## config.mk

```make
export PLATFORM = sky130hd
export DESIGN_NAME = mlsm_col_chain
export DESIGN_NICKNAME = d
export VERILOG_FILES = /design/src/hw/rtl/matrix_line_sum_max_unit_macros.svh /design/src/hw/rtl/mlsm_pkg.sv /design/src/hw/rtl/mlsm_cell.sv /design/src/hw/rtl/mlsm_col_chain.sv
export SDC_FILE = /design/constraint.sdc
export NUM_CORES = 2
export LEC_CHECK = 0
export BUFFER_PORTS_ARGS = -buffer_cell sky130_fd_sc_hd__buf_2
export CAP_MARGIN = 25
export CORE_MARGIN = 5
export CORE_UTILIZATION = 55
export CTS_CLUSTER_SIZE = 12
export DETAILED_ROUTE_END_ITERATION = 8
export GPL_ROUTABILITY_DRIVEN = 0
export PLACE_DENSITY = 0.73
export REMOVE_ABC_BUFFERS = 1
export SETUP_SLACK_MARGIN = 0.05
export SYNTH_ARGS = -nofsm -noshare
export SYNTH_HDL_FRONTEND = slang
export SYNTH_HIERARCHICAL = 1
export SYNTH_SLANG_ARGS = --single-unit
```

## constraint.sdc

```tcl
create_clock -name clock -period 2 [get_ports clock]
set_input_delay 0.4 -clock clock [delete_from_list [all_inputs] [get_ports clock]]
set_output_delay 0.4 -clock clock [all_outputs]
set_load 0.03 [all_outputs]
```

## src/hw/rtl/matrix_line_sum_max_unit_macros.svh

```systemverilog
// Assertion helpers for the line sum maximum block.
`ifndef MATRIX_LINE_SUM_MAX_UNIT_MACROS_SVH
`define MATRIX_LINE_SUM_MAX_UNIT_MACROS_SVH

// Check a property on every rising clock edge outside reset.
`define MLSM_ASSERT(name, prop, msg) \
   name: assert property (@(posedge clock) disable iff (reset) prop) \
      else $error(msg);

// Check that a condition never occurs.
`define MLSM_NEVER(name, cond, msg) \
   name: assert property (@(posedge clock) disable iff (reset) !(cond)) \
      else $error(msg);

`endif

```

## src/hw/rtl/mlsm_pkg.sv

```systemverilog
package mlsm_pkg;

   localparam int MAX_SIDE   = 128;
   localparam int IDX_WIDTH  = $clog2(MAX_SIDE);
   localparam int ELEM_WIDTH = 16;
   localparam int SUM_WIDTH  = 24;
   localparam int OUT_WIDTH  = 23;
   localparam int SIDE_WIDTH = 8;
   localparam int DATA_WIDTH = 32;
   localparam int ADDR_WIDTH = 3;

   localparam logic [SIDE_WIDTH-1:0] SIDE_RESET      = SIDE_WIDTH'(100);
   localparam logic [IDX_WIDTH-1:0]  SIDE_LAST_RESET = IDX_WIDTH'(99);

   localparam logic REG_SIDE_LEN = 1'b0;

   localparam logic signed [SUM_WIDTH-1:0] SUM_MIN = {1'b1, {(SUM_WIDTH-1){1'b0}}};

   typedef struct packed {
      logic                        shift;
      logic signed [SUM_WIDTH-1:0] value;
   } col_bus_type;

endpackage

```

## src/hw/rtl/mlsm_cell.sv

```systemverilog
module mlsm_cell (
   input  logic                                 clock,
   input  mlsm_pkg::col_bus_type                bus,
   input  logic                                 is_tail,
   input  logic signed [mlsm_pkg::SUM_WIDTH-1:0] neigh_sum,
   output logic signed [mlsm_pkg::SUM_WIDTH-1:0] sum
);

   logic signed [mlsm_pkg::SUM_WIDTH-1:0] sum_ff;
   logic signed [mlsm_pkg::SUM_WIDTH-1:0] sum_in;

   // The tail cell takes the freshly updated column; the others pass along.
   assign sum_in = is_tail ? bus.value : neigh_sum;

   always_ff @(posedge clock) begin
      if (bus.shift) begin
         sum_ff <= sum_in;
      end
   end

   assign sum = sum_ff;

endmodule

```

## src/hw/rtl/mlsm_col_chain.sv

```systemverilog
module mlsm_col_chain (
   input  logic                                 clock,
   input  mlsm_pkg::col_bus_type                bus,
   input  logic [mlsm_pkg::IDX_WIDTH-1:0]        side_last,
   output logic signed [mlsm_pkg::SUM_WIDTH-1:0] head_sum
);

   logic signed [mlsm_pkg::SUM_WIDTH-1:0] cell_sum [mlsm_pkg::MAX_SIDE];

   for (genvar i = 0; i < mlsm_pkg::MAX_SIDE; i++) begin : g_cell
      logic                                 tail;
      logic signed [mlsm_pkg::SUM_WIDTH-1:0] neigh;

      assign tail = (side_last == mlsm_pkg::IDX_WIDTH'(i));

      if (i == mlsm_pkg::MAX_SIDE - 1) begin : g_end
         assign neigh = bus.value;
      end else begin : g_mid
         assign neigh = cell_sum[i+1];
      end

      mlsm_cell u_cell (
         .clock     (clock),
         .bus       (bus),
         .is_tail   (tail),
         .neigh_sum (neigh),
         .sum       (cell_sum[i])
      );
   end

   // Outside row 0, cell 0 holds the sum of the column the next item lands in.
   assign head_sum = cell_sum[0];

endmodule

```

Word level (Yosys, flattened, before mapping) --
Index checks and enable logic that the tools add are counted. Widths: inputs -> output; s select.
Storage, ports and cells: bits of input ports 33, output and inout bits 24, logic and storage cells 382, register bits after elaboration 3072
Cells by class: equality and inequality tests 126, muxes and demuxes 127, reduce and logical (&&, ||, !) cells 1
Operators with widths (number):
- $mux 24 | 127
- $eq 7x7->1 const B | 63
- $eq 7x6->1 const B | 32
- $eq 7x5->1 const B | 16
- $eq 7x4->1 const B | 8
- $eq 7x3->1 const B | 4
- $eq 7x2->1 const B | 2
- $eq 7x1->1 const B | 1
- $logic_not 7->1 | 1

Longest topological paths before layout --
depth in word-level cells 2, depth in mapped cells 8, gate-level depth less buffers 3

By module --
The synthesis kept the hierarchy.
By module, submodules not included:
- mlsm_cell | area each 1117.3 um^2, instances 128, cells an instance 51, sequential area each 720.7 um^2
- mlsm_col_chain | area each 905.9 um^2, instances 1, cells an instance 182, sequential area each 0.0 um^2

Worst setup path after synthesis --
No wires, ideal clock.
path type input to register, start point input port side_last[5] in the netlist's numbering, end point register g_cell[71].u_cell.sum_ff (netlist bit g_cell[71].u_cell/sum[10]), data pin, buffers on the path 5, arrival time 1.890 ns, required time 1.740 ns, slack -0.151 ns, setup time 0.260 ns, stages on the path 8, path through buf_2 or3b_1 buf_2 buf_2 nor2_1 buf_6 buf_12 mux2_4
Between the ends: cells in the longest elaborated chain, start to end 2
RTL lines:
- start: declaration | RTL line mlsm_col_chain.sv:4 | input logic [mlsm_pkg::IDX_WIDTH-1:0] side_last,
- $eq 7x7->1 | RTL line mlsm_col_chain.sv:14 | assign tail = (side_last == mlsm_pkg::IDX_WIDTH'(i));
- via g_cell[71].tail | RTL line mlsm_col_chain.sv:11 | logic tail;
- $mux 24 | RTL line mlsm_cell.sv:13 | assign sum_in = is_tail ? bus.value : neigh_sum;
- via g_cell[71].u_cell.sum_in (one bit) | RTL line mlsm_cell.sv:10 | logic signed [mlsm_pkg::SUM_WIDTH-1:0] sum_in;
- end signal: assignment | RTL line mlsm_cell.sv:17 | sum_ff <= sum_in;
- end: declaration | RTL line mlsm_cell.sv:9 | logic signed [mlsm_pkg::SUM_WIDTH-1:0] sum_ff;
The timed path passes the listed nets, and every way through them passes these cells. A chain may end at the register's enable or synchronous reset.

Worst setup path after layout --
start point register g_cell[0].u_cell.sum_ff (netlist bit g_cell[0].u_cell/sum[5]), end point output port head_sum[5] in the netlist's numbering
RTL lines:
- start: declaration | RTL line mlsm_cell.sv:9
- start signal: assignment | RTL line mlsm_cell.sv:17
- end: declaration | RTL line mlsm_col_chain.sv:5 | output logic signed [mlsm_pkg::SUM_WIDTH-1:0] head_sum
No word-level cell between the ends.

==> impl_metrics.csv <==
group,metric,value,unit
die,core_area,259900,µm²
clock_tree,cts_tree,"built",
power,total_power,140.0,mW
layout,largest_reg_flops,3072,
layout,drive_above_1_share,55.49,%
timing,fmax,0.5570,GHz
outcome,status,"completed",
critical_path,path_class,"reg2out",
grt,antenna_found_initial,5,
detailed_routing,wirelength,269900,µm
critical_path,crit_fanout,1,
synth,avgSynthCellArea,21.45,µm²
timing,setup_tns,0,ns
timing,final_hold_viol_count,0,
timing,slew_viol_final,0,
grt,grt_pass1_vias,64380,
critical_path,required,1.60,ns
timing,fin_ws,0.2047,ns
power,power_switching,28.97,mW
placement,port_buffers,56,
detailed_routing,drc,0,
critical_path,slowest_stage,"edfxtp_1",
critical_path,cp_num_buf_inv,1,
layout,layout_common_cells,"edfxtp_1 (3,072), mux2_4 (2,560), mux2_2 (512)",
critical_path,cp_cell_sequence,"buf_2",
placement,dpl_cell_area,149200,µm²
critical_path,slowest_delay,0.37,ns
critical_path,cp.arrival,1.40,ns
synth,syn_inst,6710,
power,pwr_density_cell,883.0,nW/µm²
layout,register_area,92250,µm²
critical_path,crit_family,"flip-flops",
grt,grt-ovfl-total,0,
timing,period_share,89.77,%
layout,utilization,61.00,%
critical_path,end_kind,"output port",
detailed_routing,first_pass_iters,6,
power,ir_drop,0.7959,mV
power,combPwrFrac,6.7,%
power,p_leak,57.30,nW
timing,relSlewSlack,37.86,%
synth,yosysWarnings,6,
clock_tree,cts_resized,0,
die,die_w,521.5,µm
detailed_routing,viasPerCell,5.692,
detailed_routing,ant_nets,0,
clock_tree,hold_buffers,3,
detailed_routing,wl_per_cell,25.01,µm
timing,tightest_slew,0.9320,ns
synth,syn_area,143900,µm²
grt,grt_usage,19.27,%
layout,num-fill-cells,17718,
clock_tree,cts.clk_slew.worst_paths,0.06,ns
layout,finalNetCount,7133,
placement,dp_cells,10269,
die,start_util,55.37,%
layout,multi_input_area,45690,µm²
clock_tree,cts_buffer_depth,4,
synth,yosysUniqueCellTypes,19,
clock_tree,cts_inserted_buffers,322,
detailed_routing,drt_iter0_drc,5352,
synth,seq_area_frac_synth,64.10,%
placement,post-place-ws,-0.5523,ns
layout,final_common_cell,"edfxtp_1",
clock_tree,cts_htree_levels,5,
die,pin_count,57,
detailed_routing,vias,61439,
die,row_count,187,
placement,hpwl,160100,µm
die,die_area,272000,µm²
timing,rsz0062_at_grt,"false",
timing,skew,0.04142,ns
flow_run,cap_viol_max_count,0,
synth,synth-seq-cells,3072,
clock_tree,cts_root_buf,"clkbuf_16",
clock_tree,worstSkewPairLatency,0.86,ns
timing,holdWs,0.08331,ns
power,pwr-share-seq,54.6,%
clock_tree,post_cts_buffers,0,
grt,grt_pass1_wl,408100,µm
die,die_h,521.5,µm
critical_path,start_kind,"flop",
grt,grt_max_degree,94,
timing,setup_viol,0,
power,pwr-share-clk,38.7,%
layout,syn_to_final_growth,10.18,%
layout,layout.cells.non_filler,10793,
timing,finalCriticalPeriod,1.795,ns
power,p_int,111.1,mW
hold_path,hp-class,"in2reg",
layout,final_cell_area,158600,µm²
power,switching_share,20.69,%
clock_tree,clock-sinks,3072,
-- power by group through the flow --
stage          clock, mW  sequential, mW  combinational, mW
2_1_floorplan          0            77.2               4.98
3_3_place_gp           0            77.7               9.13
3_5_place_dp           0            77.7               9.34
4_1_cts             55.7            76.5               9.43
5_1_grt             58.4            76.7               9.88
6_report            54.2            76.4               9.36
-- cell families (layout without fill, tap and decap cells) --
group	count (synthesis)	after routing	synth area share [%]
flops	3072	3072	64.10
other cells	0	4	0
buf+inv	414	997	4.675
mux	3072	3072	30.71
simple gates	152	152	0.5173
-- per-layer routing --
layer	vias to the layer above	track usage, %	wire, µm
met5	-	0	0
met4	0	5.211	6671
met1	32515	27.88	123700
met3	377	3.081	13640
met2	1437	30.59	125900
li1	27110	-	-
-- cells in the mapped netlist, drive strengths merged --
master	count	share of area (%)
mux2	3072	31
or3	1	0.0043
nand3b	3	0.016
or4	1	0.0078
edfxtp	3072	64
nand4bb	6	0.047
or3b	3	0.018
or4b	4	0.030
nand4	1	0.0043
nand4b	4	0.024
clkbuf	11	0.029
buf	403	4.6
nand3	1	0.0035
nor2	128	0.36
-- final timing paths --
kind / startpoint / endpoint / slack (ns) / cells after the start
setup / recovery: g_cell[0].u_cell/sum[5]$_DFFE_PP_ / head_sum[5] / 0.20 / 1
hold / removal: bus[5] / g_cell[77].u_cell/sum[5]$_DFFE_PP_ / 0.08 / 2
setup reg to reg: g_cell[48].u_cell/sum[2]$_DFFE_PP_ / g_cell[47].u_cell/sum[2]$_DFFE_PP_ / 0.93 / 1
hold reg to reg: g_cell[41].u_cell/sum[0]$_DFFE_PP_ / g_cell[40].u_cell/sum[0]$_DFFE_PP_ / 0.52 / 1
-- cell type report --
type | count | share of cell area [%]
Clock inverter | 104 | 0.4324
Tap cell | 3496 | 2.759
Sequential cell | 3072 | 58.17
Multi-Input combinational cell | 3224 | 28.81
Clock buffer | 413 | 5.431
Antenna cell | 4 | 0.006312
Timing Repair Buffer | 480 | 4.384
(Power assumes the default switching activity.)
